===== src/design/ubt_pkg.sv =====
`default_nettype none

package ubt_pkg;

  localparam int unsigned TABLE_DEPTH = 16;
  localparam int unsigned ID_BITS     = 32;
  localparam int unsigned IDX_W       = $clog2(TABLE_DEPTH);

  localparam logic [IDX_W-1:0] LAST_IDX = IDX_W'(TABLE_DEPTH - 1);

  localparam logic [1:0] OP_BIND       = 2'd0;
  localparam logic [1:0] OP_UNBIND     = 2'd1;
  localparam logic [1:0] OP_UNBIND_EFF = 2'd2;
  localparam logic [1:0] OP_FIND       = 2'd3;

  localparam logic [2:0] ST_OK        = 3'd0;
  localparam logic [2:0] ST_INVALID   = 3'd1;
  localparam logic [2:0] ST_BOUND     = 3'd2;
  localparam logic [2:0] ST_NOT_FOUND = 3'd3;
  localparam logic [2:0] ST_FULL      = 3'd4;

  typedef struct packed {
    logic [1:0]         opcode;
    logic [ID_BITS-1:0] entity_id;
    logic [ID_BITS-1:0] effect_id;
  } cmd_t;

  typedef struct packed {
    logic [2:0]         status;
    logic [ID_BITS-1:0] result_entity;
    logic [ID_BITS-1:0] result_effect;
  } rsp_t;

  typedef struct packed {
    logic               used;
    logic [ID_BITS-1:0] entity;
    logic [ID_BITS-1:0] effect;
  } slot_t;

  typedef struct packed {
    logic               en;
    logic               set;
    logic [IDX_W-1:0]   idx;
    logic [ID_BITS-1:0] entity;
    logic [ID_BITS-1:0] effect;
  } slot_wr_t;

endpackage

`default_nettype wire


===== src/design/unique_binding_table.sv =====
// One-to-one table of (entity, effect) pairs with 16 slots, cleared at reset.
// A command is taken when start is high and busy is low. Every command walks
// all slots through one shared compare unit, one slot per clock, then commits
// at most one slot update in the commit state that registers the response.
// busy drops on the cycle the response is shown, and a new command is only
// taken once busy is low. rsp_valid_o is high for exactly one cycle; the
// response must be captured then, since the receiver cannot stall the block.
`default_nettype none

module unique_binding_table (
  input  wire logic    clk_i,
  input  wire logic    rst_ni,
  input  wire logic    start,
  output logic         busy,
  input  wire ubt_pkg::cmd_t cmd_i,
  output logic         rsp_valid_o,
  output ubt_pkg::rsp_t rsp_o
);

  logic [ubt_pkg::IDX_W-1:0] rd_idx;
  ubt_pkg::slot_t            rd_slot;
  ubt_pkg::slot_wr_t         wr;

  ubt_seq u_seq (
    .clk_i       (clk_i),
    .rst_ni      (rst_ni),
    .start       (start),
    .busy        (busy),
    .cmd_i       (cmd_i),
    .rsp_valid_o (rsp_valid_o),
    .rsp_o       (rsp_o),
    .rd_idx_o    (rd_idx),
    .rd_slot_i   (rd_slot),
    .wr_o        (wr)
  );

  ubt_store u_store (
    .clk_i     (clk_i),
    .rst_ni    (rst_ni),
    .rd_idx_i  (rd_idx),
    .rd_slot_o (rd_slot),
    .wr_i      (wr)
  );

  a_busy_after_start: assert property (@(posedge clk_i) disable iff (!rst_ni)
    start && !busy |=> busy)
    else $error("busy not raised after transfer");

  a_rsp_after_busy: assert property (@(posedge clk_i) disable iff (!rst_ni)
    rsp_valid_o |-> $past(busy))
    else $error("response without a command in flight");

  a_rsp_single: assert property (@(posedge clk_i) disable iff (!rst_ni)
    rsp_valid_o |=> !rsp_valid_o)
    else $error("response strobe longer than one cycle");

  a_write_in_commit: assert property (@(posedge clk_i) disable iff (!rst_ni)
    wr.en |=> rsp_valid_o)
    else $error("slot update outside commit");

  a_entity_ok: assert property (@(posedge clk_i) disable iff (!rst_ni)
    rsp_valid_o && (rsp_o.result_entity != '0) |-> rsp_o.status == ubt_pkg::ST_OK)
    else $error("entity returned with error status");

endmodule

`default_nettype wire


===== src/design/ubt_store.sv =====
`default_nettype none

module ubt_store (
  input  wire logic                     clk_i,
  input  wire logic                     rst_ni,
  input  wire logic [ubt_pkg::IDX_W-1:0] rd_idx_i,
  output ubt_pkg::slot_t                rd_slot_o,
  input  wire ubt_pkg::slot_wr_t        wr_i
);

  logic [ubt_pkg::TABLE_DEPTH-1:0] used_q;
  logic [ubt_pkg::ID_BITS-1:0]     entity_q [ubt_pkg::TABLE_DEPTH];
  logic [ubt_pkg::ID_BITS-1:0]     effect_q [ubt_pkg::TABLE_DEPTH];

  always_ff @(posedge clk_i or negedge rst_ni) begin
    if (!rst_ni) begin
      used_q <= '0;
    end else if (wr_i.en) begin
      used_q[wr_i.idx] <= wr_i.set;
    end
  end

  always_ff @(posedge clk_i) begin
    if (wr_i.en && wr_i.set) begin
      entity_q[wr_i.idx] <= wr_i.entity;
      effect_q[wr_i.idx] <= wr_i.effect;
    end
  end

  assign rd_slot_o.used   = used_q[rd_idx_i];
  assign rd_slot_o.entity = entity_q[rd_idx_i];
  assign rd_slot_o.effect = effect_q[rd_idx_i];

endmodule

`default_nettype wire


===== src/design/ubt_seq.sv =====
`default_nettype none

module ubt_seq (
  input  wire logic                      clk_i,
  input  wire logic                      rst_ni,
  input  wire logic                      start,
  output logic                           busy,
  input  wire ubt_pkg::cmd_t             cmd_i,
  output logic                           rsp_valid_o,
  output ubt_pkg::rsp_t                  rsp_o,
  output logic [ubt_pkg::IDX_W-1:0]      rd_idx_o,
  input  wire ubt_pkg::slot_t            rd_slot_i,
  output ubt_pkg::slot_wr_t              wr_o
);

  typedef enum logic [1:0] {
    S_IDLE,
    S_SCAN,
    S_DONE
  } state_e;

  state_e                       state_q;
  logic [ubt_pkg::IDX_W-1:0]    idx_q;
  ubt_pkg::cmd_t                cmd_q;
  logic                         ent_hit_q, eff_hit_q, free_hit_q, hit_q;
  logic [ubt_pkg::IDX_W-1:0]    hit_idx_q, free_idx_q;
  logic [ubt_pkg::ID_BITS-1:0]  hit_eff_q;
  logic                         rsp_valid_q;
  ubt_pkg::rsp_t                rsp_q;

  logic ent_m, eff_m, key_m, ent_zero, eff_zero;
  ubt_pkg::rsp_t     rsp_d;
  ubt_pkg::slot_wr_t wr_d;

  // shared compare unit: one slot per cycle
  assign ent_m    = rd_slot_i.used && (rd_slot_i.entity == cmd_q.entity_id);
  assign eff_m    = rd_slot_i.used && (rd_slot_i.effect == cmd_q.effect_id);
  assign ent_zero = (cmd_q.entity_id == '0);
  assign eff_zero = (cmd_q.effect_id == '0);

  always_comb begin
    case (cmd_q.opcode)
      ubt_pkg::OP_UNBIND:     key_m = ent_m && eff_m;
      ubt_pkg::OP_UNBIND_EFF: key_m = eff_m;
      default:                key_m = ent_m;
    endcase
  end

  always_comb begin
    rsp_d        = '0;
    rsp_d.status = ubt_pkg::ST_OK;
    wr_d         = '0;
    wr_d.idx     = hit_idx_q;
    wr_d.entity  = cmd_q.entity_id;
    wr_d.effect  = cmd_q.effect_id;
    case (cmd_q.opcode)
      ubt_pkg::OP_BIND: begin
        if (ent_zero || eff_zero) begin
          rsp_d.status = ubt_pkg::ST_INVALID;
        end else if (ent_hit_q || eff_hit_q) begin
          rsp_d.status = ubt_pkg::ST_BOUND;
        end else if (!free_hit_q) begin
          rsp_d.status = ubt_pkg::ST_FULL;
        end else begin
          rsp_d.result_effect = cmd_q.effect_id;
          wr_d.en  = 1'b1;
          wr_d.set = 1'b1;
          wr_d.idx = free_idx_q;
        end
      end
      ubt_pkg::OP_UNBIND: begin
        if (ent_zero || eff_zero) begin
          rsp_d.status = ubt_pkg::ST_INVALID;
        end else if (!hit_q) begin
          rsp_d.status = ubt_pkg::ST_NOT_FOUND;
        end else begin
          wr_d.en = 1'b1;
        end
      end
      ubt_pkg::OP_UNBIND_EFF: begin
        if (eff_zero || !hit_q) begin
          rsp_d.status = ubt_pkg::ST_INVALID;
        end else begin
          wr_d.en = 1'b1;
        end
      end
      default: begin
        if (ent_zero) begin
          rsp_d.status = ubt_pkg::ST_INVALID;
        end else if (!hit_q) begin
          rsp_d.status = ubt_pkg::ST_NOT_FOUND;
        end else begin
          rsp_d.result_entity = cmd_q.entity_id;
          rsp_d.result_effect = hit_eff_q;
        end
      end
    endcase
    if (state_q != S_DONE) begin
      wr_d.en = 1'b0;
    end
  end

  always_ff @(posedge clk_i or negedge rst_ni) begin
    if (!rst_ni) begin
      state_q     <= S_IDLE;
      idx_q       <= '0;
      rsp_valid_q <= 1'b0;
      rsp_q       <= '0;
      ent_hit_q   <= 1'b0;
      eff_hit_q   <= 1'b0;
      free_hit_q  <= 1'b0;
      hit_q       <= 1'b0;
      free_idx_q  <= '0;
      hit_idx_q   <= '0;
      hit_eff_q   <= '0;
    end else begin
      rsp_valid_q <= 1'b0;
      case (state_q)
        S_IDLE: begin
          if (start) begin
            state_q    <= S_SCAN;
            idx_q      <= '0;
            ent_hit_q  <= 1'b0;
            eff_hit_q  <= 1'b0;
            free_hit_q <= 1'b0;
            hit_q      <= 1'b0;
          end
        end
        S_SCAN: begin
          if (ent_m) ent_hit_q <= 1'b1;
          if (eff_m) eff_hit_q <= 1'b1;
          if (!rd_slot_i.used && !free_hit_q) begin
            free_hit_q <= 1'b1;
            free_idx_q <= idx_q;
          end
          if (key_m && !hit_q) begin
            hit_q     <= 1'b1;
            hit_idx_q <= idx_q;
            hit_eff_q <= rd_slot_i.effect;
          end
          if (idx_q == ubt_pkg::LAST_IDX) begin
            state_q <= S_DONE;
          end else begin
            idx_q <= idx_q + 1'b1;
          end
        end
        S_DONE: begin
          rsp_valid_q <= 1'b1;
          rsp_q       <= rsp_d;
          state_q     <= S_IDLE;
        end
        default: begin
          state_q <= S_IDLE;
        end
      endcase
    end
  end

  always_ff @(posedge clk_i) begin
    if (state_q == S_IDLE && start) begin
      cmd_q <= cmd_i;
    end
  end

  assign busy        = (state_q != S_IDLE);
  assign rsp_valid_o = rsp_valid_q;
  assign rsp_o       = rsp_q;
  assign rd_idx_o    = idx_q;
  assign wr_o        = wr_d;

endmodule

`default_nettype wire


===== config.mk =====
export PLATFORM = sky130hd
export DESIGN_NAME = unique_binding_table
export DESIGN_NICKNAME = d
export VERILOG_FILES = /design/src/design/ubt_pkg.sv /design/src/design/unique_binding_table.sv /design/src/design/ubt_store.sv /design/src/design/ubt_seq.sv
export SDC_FILE = /design/constraint.sdc
export NUM_CORES = 1
export LEC_CHECK = 0
export BUFFER_PORTS_ARGS = -buffer_cell sky130_fd_sc_hd__buf_2
export CAP_MARGIN = 20
export CORE_MARGIN = 1
export CORE_UTILIZATION = 30
export DETAILED_ROUTE_END_ITERATION = 12
export GPL_TIMING_DRIVEN = 0
export SETUP_SLACK_MARGIN = 0.3
export SKIP_CTS_REPAIR_TIMING = 1
export SYNTH_ARGS = -nofsm -noshare
export SYNTH_HDL_FRONTEND = slang
export SYNTH_HIERARCHICAL = 1
export SYNTH_SLANG_ARGS = --single-unit

===== constraint.sdc =====
create_clock -name clk_i -period 7.43 [get_ports clk_i]
set_input_delay 1.486 -clock clk_i [delete_from_list [all_inputs] [get_ports clk_i]]
set_output_delay 1.486 -clock clk_i [all_outputs]
set_load 0.02 [all_outputs]

# --- Word-level counts from Yosys, hierarchy flattened ---
# Memory sizes are Yosys's and may differ from the RTL's.
# Index checks and enable logic that the tools add are counted.
op_classes:
  add_sub_neg: 1
  n_mul: 0
  div: 0
  magnitude_cmp: 3
  eq_ne: 15
  n_shift: 0
  n_mux: 48
  n_bitwise: 0
  n_reduce_logical: 30
op_table:
  columns: ["operator", "n"]
  rows:
  - ["$mux 32", 4]
  - ["$mux 64", 2]
  - ["$eq 32x32->1", 2]
  - ["$logic_not 32->1", 2]
  - ["$pmux 32 s2", 1]
  - ["$mux 6", 3]
  - ["$bwmux 16", 1]
  - ["$mux 1", 15]
  - ["$mux 3", 5]
  - ["$reduce_and 3->1", 5]
  - ["$lt 4x5->1 const B", 2]
  - ["$ne 2x1->1 const B", 5]
  - ["$pmux 1 s2", 5]
  - ["$pmux 3 s3", 1]
  - ["$logic_and 1x1->1", 8]
  - ["$mux 4", 2]
  - ["$pmux 4 s2", 1]
  - ["$mux 2", 3]
  - ["$ne 2x2->1 const B", 3]
  - ["$reduce_and 2->1", 3]
  - ["$mux 5", 1]
  - ["$add 4x1->4 const B", 1]
  - ["$bmux 1 s4", 1]
  - ["$demux 1 s4", 1]
  - ["other kinds (12)", 20]
totals:
  ff_bits: 200
  latch_bits: 0
  ramBits: 1024
  rom_bits: 0
  in_bits: 69
  out_inout_bits: 69
  elab_cells: 116
  n_memories: 2
mem_list:
  columns: ["name", "depth", "word_bits", "read_ports", "rd_clocked_by_memory_dff", "write_ports", "line", "rtl"]
  rows:
  - ["u_store.effect_q", 16, 32, 1, 0, 1, "ubt_store.sv:13", "logic [ubt_pkg::ID_BITS-1:0] effect_q [ubt_pkg::TABLE_DEPTH];"]
  - ["u_store.entity_q", 16, 32, 1, 0, 1, "ubt_store.sv:12", "logic [ubt_pkg::ID_BITS-1:0] entity_q [ubt_pkg::TABLE_DEPTH];"]

# --- Depth between registers and ports, before layout ---
depth:
  depth_word: 9
  depth_mapped: 14
  mapped_depth_nobuf: 10

# --- Modules after synthesis ---
# Netlist, hierarchy kept.
by_module_without_submodules:
  columns: ["module", "n_inst", "cells_per_inst", "area_each_um2", "seq_area_each_um2"]
  rows:
  - ["ubt_store", 1, 1652, 39121.3, 31149.9]
  - ["ubt_seq", 1, 695, 8399.3, 4934.7]

# --- Least setup slack after synthesis ---
# No wires, ideal clock.
synth_timing:
  path_type: "register -> register"
  start: "reg u_seq.cmd_q (netlist bit u_seq/wr_o[24])"
  end: "mem u_store/effect_q[4][0] (netlist bit), enable pin"
  setup_time_ns: 0.488
  arrival_time_ns: 5.149
  required_time_ns: 6.942
  slack_ns: 1.793
  path_stages_with_launch: 11
  n_path_buf: 2
  period_less_slack_ns: 5.637
  path_cell_list: "edfxtp_1 > nor4_1 > nand4_1 > nor2_1 > or2_2 > clkbuf_1 > nor2_1 > mux2_2 > or3b_1 > clkbuf_1 > nor2_1"
synth_rtl:
  columns: ["element", "line", "rtl"]
  rows:
  - ["from (decl)", "ubt_seq.sv:24", "ubt_pkg::cmd_t cmd_q;"]
  - ["from (signal assigned)", "ubt_seq.sv:161", "cmd_q <= cmd_i;"]
  - ["to (decl)", "ubt_store.sv:13", null]

==> reports/qor.txt <==
worst hold path depth = 2
kind of critical path = flip-flop to flip-flop
RSZ-0062 raised after global routing = false
wire per inst = 26.7 µm
leak pwr = 18.9 nW
Pre-Repair DR Iteration Count = 5
Worst Hold Class = flip-flop to flip-flop
Die W = 400 µm
r2r startpoint = u_seq/rd_idx_o[1]
placed cell count = 4597
final setup vio count = 0
GRT Util Overall = 16.1%
Iter 0 DRT Violations = 3210
Routed WL = 129 mm
Synth Flop Type = edfxtp_1
register area share after synthesis = 75.9%
core box area = 157000 µm²
pwr dens = 344 nW/µm²
clock skew = 0.0347 ns
register bit total from synthesis = 1224
Area growth, synth to finish = 17.8%
share of the synthesized area in the top cell type = 68.9%
Max FO, Critical Path = 10
Crit. End Element = flip-flop
Internal = 13.2 mW
vias in the first global route = 24.7k
CTS Buf Count = 119
post-synth cell types = 52
Syn Inst Count = 2347
DP Worst Slack = 1.19 ns
switching share of power = 31.2%
Slew Limit Fails = 0
EDFF count, synth = 1090
FF-to-FF End = u_seq/hit_eff_q[31]
CP required = 8.04 ns
ys async rst share = 10.9%
GRT overflow = 0
Reg power frac = 41.5%
Power Total = 19.2 mW
r2r setup slk = 1.28 ns
hold_sp = u_seq/rsp_o[36]
row cnt = 145
Die ar. = 160000 µm²
MaxCap Viol Count = 0
vias per cell = 5.10
Hold Vio Cnt, Final = 0
Yosys warnings = 6
CTS max path bufs = 3
Worst-path clk slew = 0.07 ns
Startpoint Class = flip-flop
Placer Congestion = 0.773
combinational share of power = 27.3%
Die Height = 400 µm
Syn Nets = 2421
outcome = completed
post-route clock period utilization = 82.7%
vias post-DR = 24.6k
DP Wirelength = 84.3 mm
most frequent cells in the layout = edfxtp_1, mux4_2, buf_2
leading post-synthesis cells by cell area = edfxtp_1, mux4_2, dfrtp_1
PortBufs = 137
pin count of the biggest net entering global routing = 91
worst skew pair latency = 0.74 ns
Synth Cell Area = 47500 µm²
CTS tree = yes
clock sink count = 1224
Clk network pwr share = 31.2%
most common cell after layout, fill and taps aside = edfxtp_1
fraction of layout cells with a size suffix above 1 = 29.5%
Ports = 138
IR drop worst, VDD = 245 µV
Hold Crit Endpoint = u_seq/rsp_o[36]
wire length of the first global-routing pass = 184 mm
CTS H-tree depth = 3
antenna violations before repair = 4
post-route setup slack = 1.28 ns
worst path arrival time = 6.76 ns
fmax = 163 MHz
Psw = 6.00 mW
Antenna Violating Nets Remaining = 0
fin crit period = 6.15 ns
Slew @ Worst Pin = 1.09 ns
Synth Area per Inst = 20.2 µm²
Initial Util = 30.3%
Residual DRC = 0
fillcell total = 14.5k
Reg2Reg Depth = 14
worst rel slew slack = 27.7%
Synth area leader = edfxtp_1
clk root buf = clkbuf_16
Cell Count, Final, Fillers Out = 4825
Layout Nets = 2738
[critical path, cell delays in order, from the launching register on]
cell      delay [ns]
dfrtp_1         0.47
buf_2           0.40
buf_2           0.44
clkbuf_1        0.68
mux4_2          0.41
a22oi_1         0.17
nand2_1         0.10
xnor2_1         0.53
nand4_1         0.30
or4_4           0.63
nor4_4          0.83
a22o_4          0.21
a32oi_4         0.21
buf_6           0.29
mux2_4          0.32
[layout make-up]
class                      count  area, µm²  share of cell area, %
antenna                        1       2.50                0.00447
buffer                       184       1150                   2.05
clock buffer                 139       3100                   5.54
clock inverter                84        757                   1.35
inverter                       8       30.0                 0.0536
multi-input combinational    931      10400                   18.6
sequential                  1224      36100                   64.4
tap                         2058       2570                   4.60
timing repair buffer         196       1910                   3.41
[how the worst max path moves through the flow]
| stage | start | to | slack, ns | cells after the start |
|---|---|---|---|---|
| after floorplan | u_seq/wr_o[24] | u_store/effect_q[4][0] | 1.79 | 10 |
| after global placement | u_seq/wr_o[34] | u_store/entity_q[14][15] | -3.53 | 10 |
| after detailed placement | u_seq/rd_idx_o[1] | u_seq/hit_eff_q[31] | 1.19 | 14 |
| after CTS | u_seq/rd_idx_o[1] | u_seq/hit_eff_q[31] | 1.18 | 14 |
| after global routing | u_seq/rd_idx_o[1] | u_seq/hit_eff_q[28] | 1.11 | 14 |
| final | u_seq/rd_idx_o[1] | u_seq/hit_eff_q[31] | 1.28 | 14 |
[stage by stage]
step	TNS [ns]	hold slack, ns	utilization (%)	area [µm²]
6_report	0	0.470	35.7	56000
5_1_grt	0	0.499	35.7	56000
4_1_cts	0	0.469	35.7	55900
3_5_place_dp	0	0.451	33.2	52100
3_3_place_gp	-3445.02	0.453	32.4	50800
2_1_floorplan	0	0.444	-	47500
[metal layers]
layer | part of all wire [%] | GRT usage [%]
met4 | 1.9 | 3.65
met2 | 45 | 24.4
met3 | 9.4 | 4.01
met5 | 0 | 0
met1 | 43 | 23.3
[synth_stat cells (all sizes together) (4+ instances only)]
cell type  count
a21oi          7
o31ai          6
nand4         14
a21o           9
a221oi        31
a22oi        130
xnor2         38
nor2b          4
xor2          26
nor3           6
buf          120
nand2        144
inv            8
nor4          23
dfrtp        134
mux4         260
nor2          91
edfxtp      1090
nand3         38
ha             5
clkbuf        64
o21ai         20
a22o           5
nand3b         4
mux2          45
[sequential cells by signal (all words and copies together), names as in the netlist, 2 cells and up]
register,flops
u_seq/cmd_q,2
u_seq/free_idx_q,4
u_seq/hit_eff_q,32
u_seq/hit_idx_q,4
u_seq/rd_idx_o,4
u_seq/rsp_o,67
u_seq/state_q,2
u_seq/wr_o,64
u_store/effect_q,512
u_store/entity_q,512
u_store/used_q,16
[power by group through the flow]
stage          combinational, mW  clock (mW)  sequential, mW
2_1_floorplan               3.37           0            8.15
3_3_place_gp                5.21           0            8.15
3_5_place_dp                5.28           0            8.13
4_1_cts                     5.30        6.13            7.99
5_1_grt                     5.57        6.37            8.01
6_report                    5.25        6.00            7.99
[logic make-up (layout without fill, tap and decap cells)]
| family | Yosys count | count (layout) | share of synthesized area, % |
|---|---|---|---|
| fa+ha+maj | 5 | 5 | 0.132 |
| simple gates | 340 | 340 | 3.21 |
| buf+inv | 192 | 611 | 2.47 |
| compound gates | 217 | 217 | 3.45 |
| flops | 1224 | 1224 | 75.9 |
| other cells | 0 | 1 | 0 |
| xor+xnor | 64 | 64 | 1.18 |
| mux | 305 | 305 | 13.6 |
No activity file was read; power rests on OpenSTA's default activity.
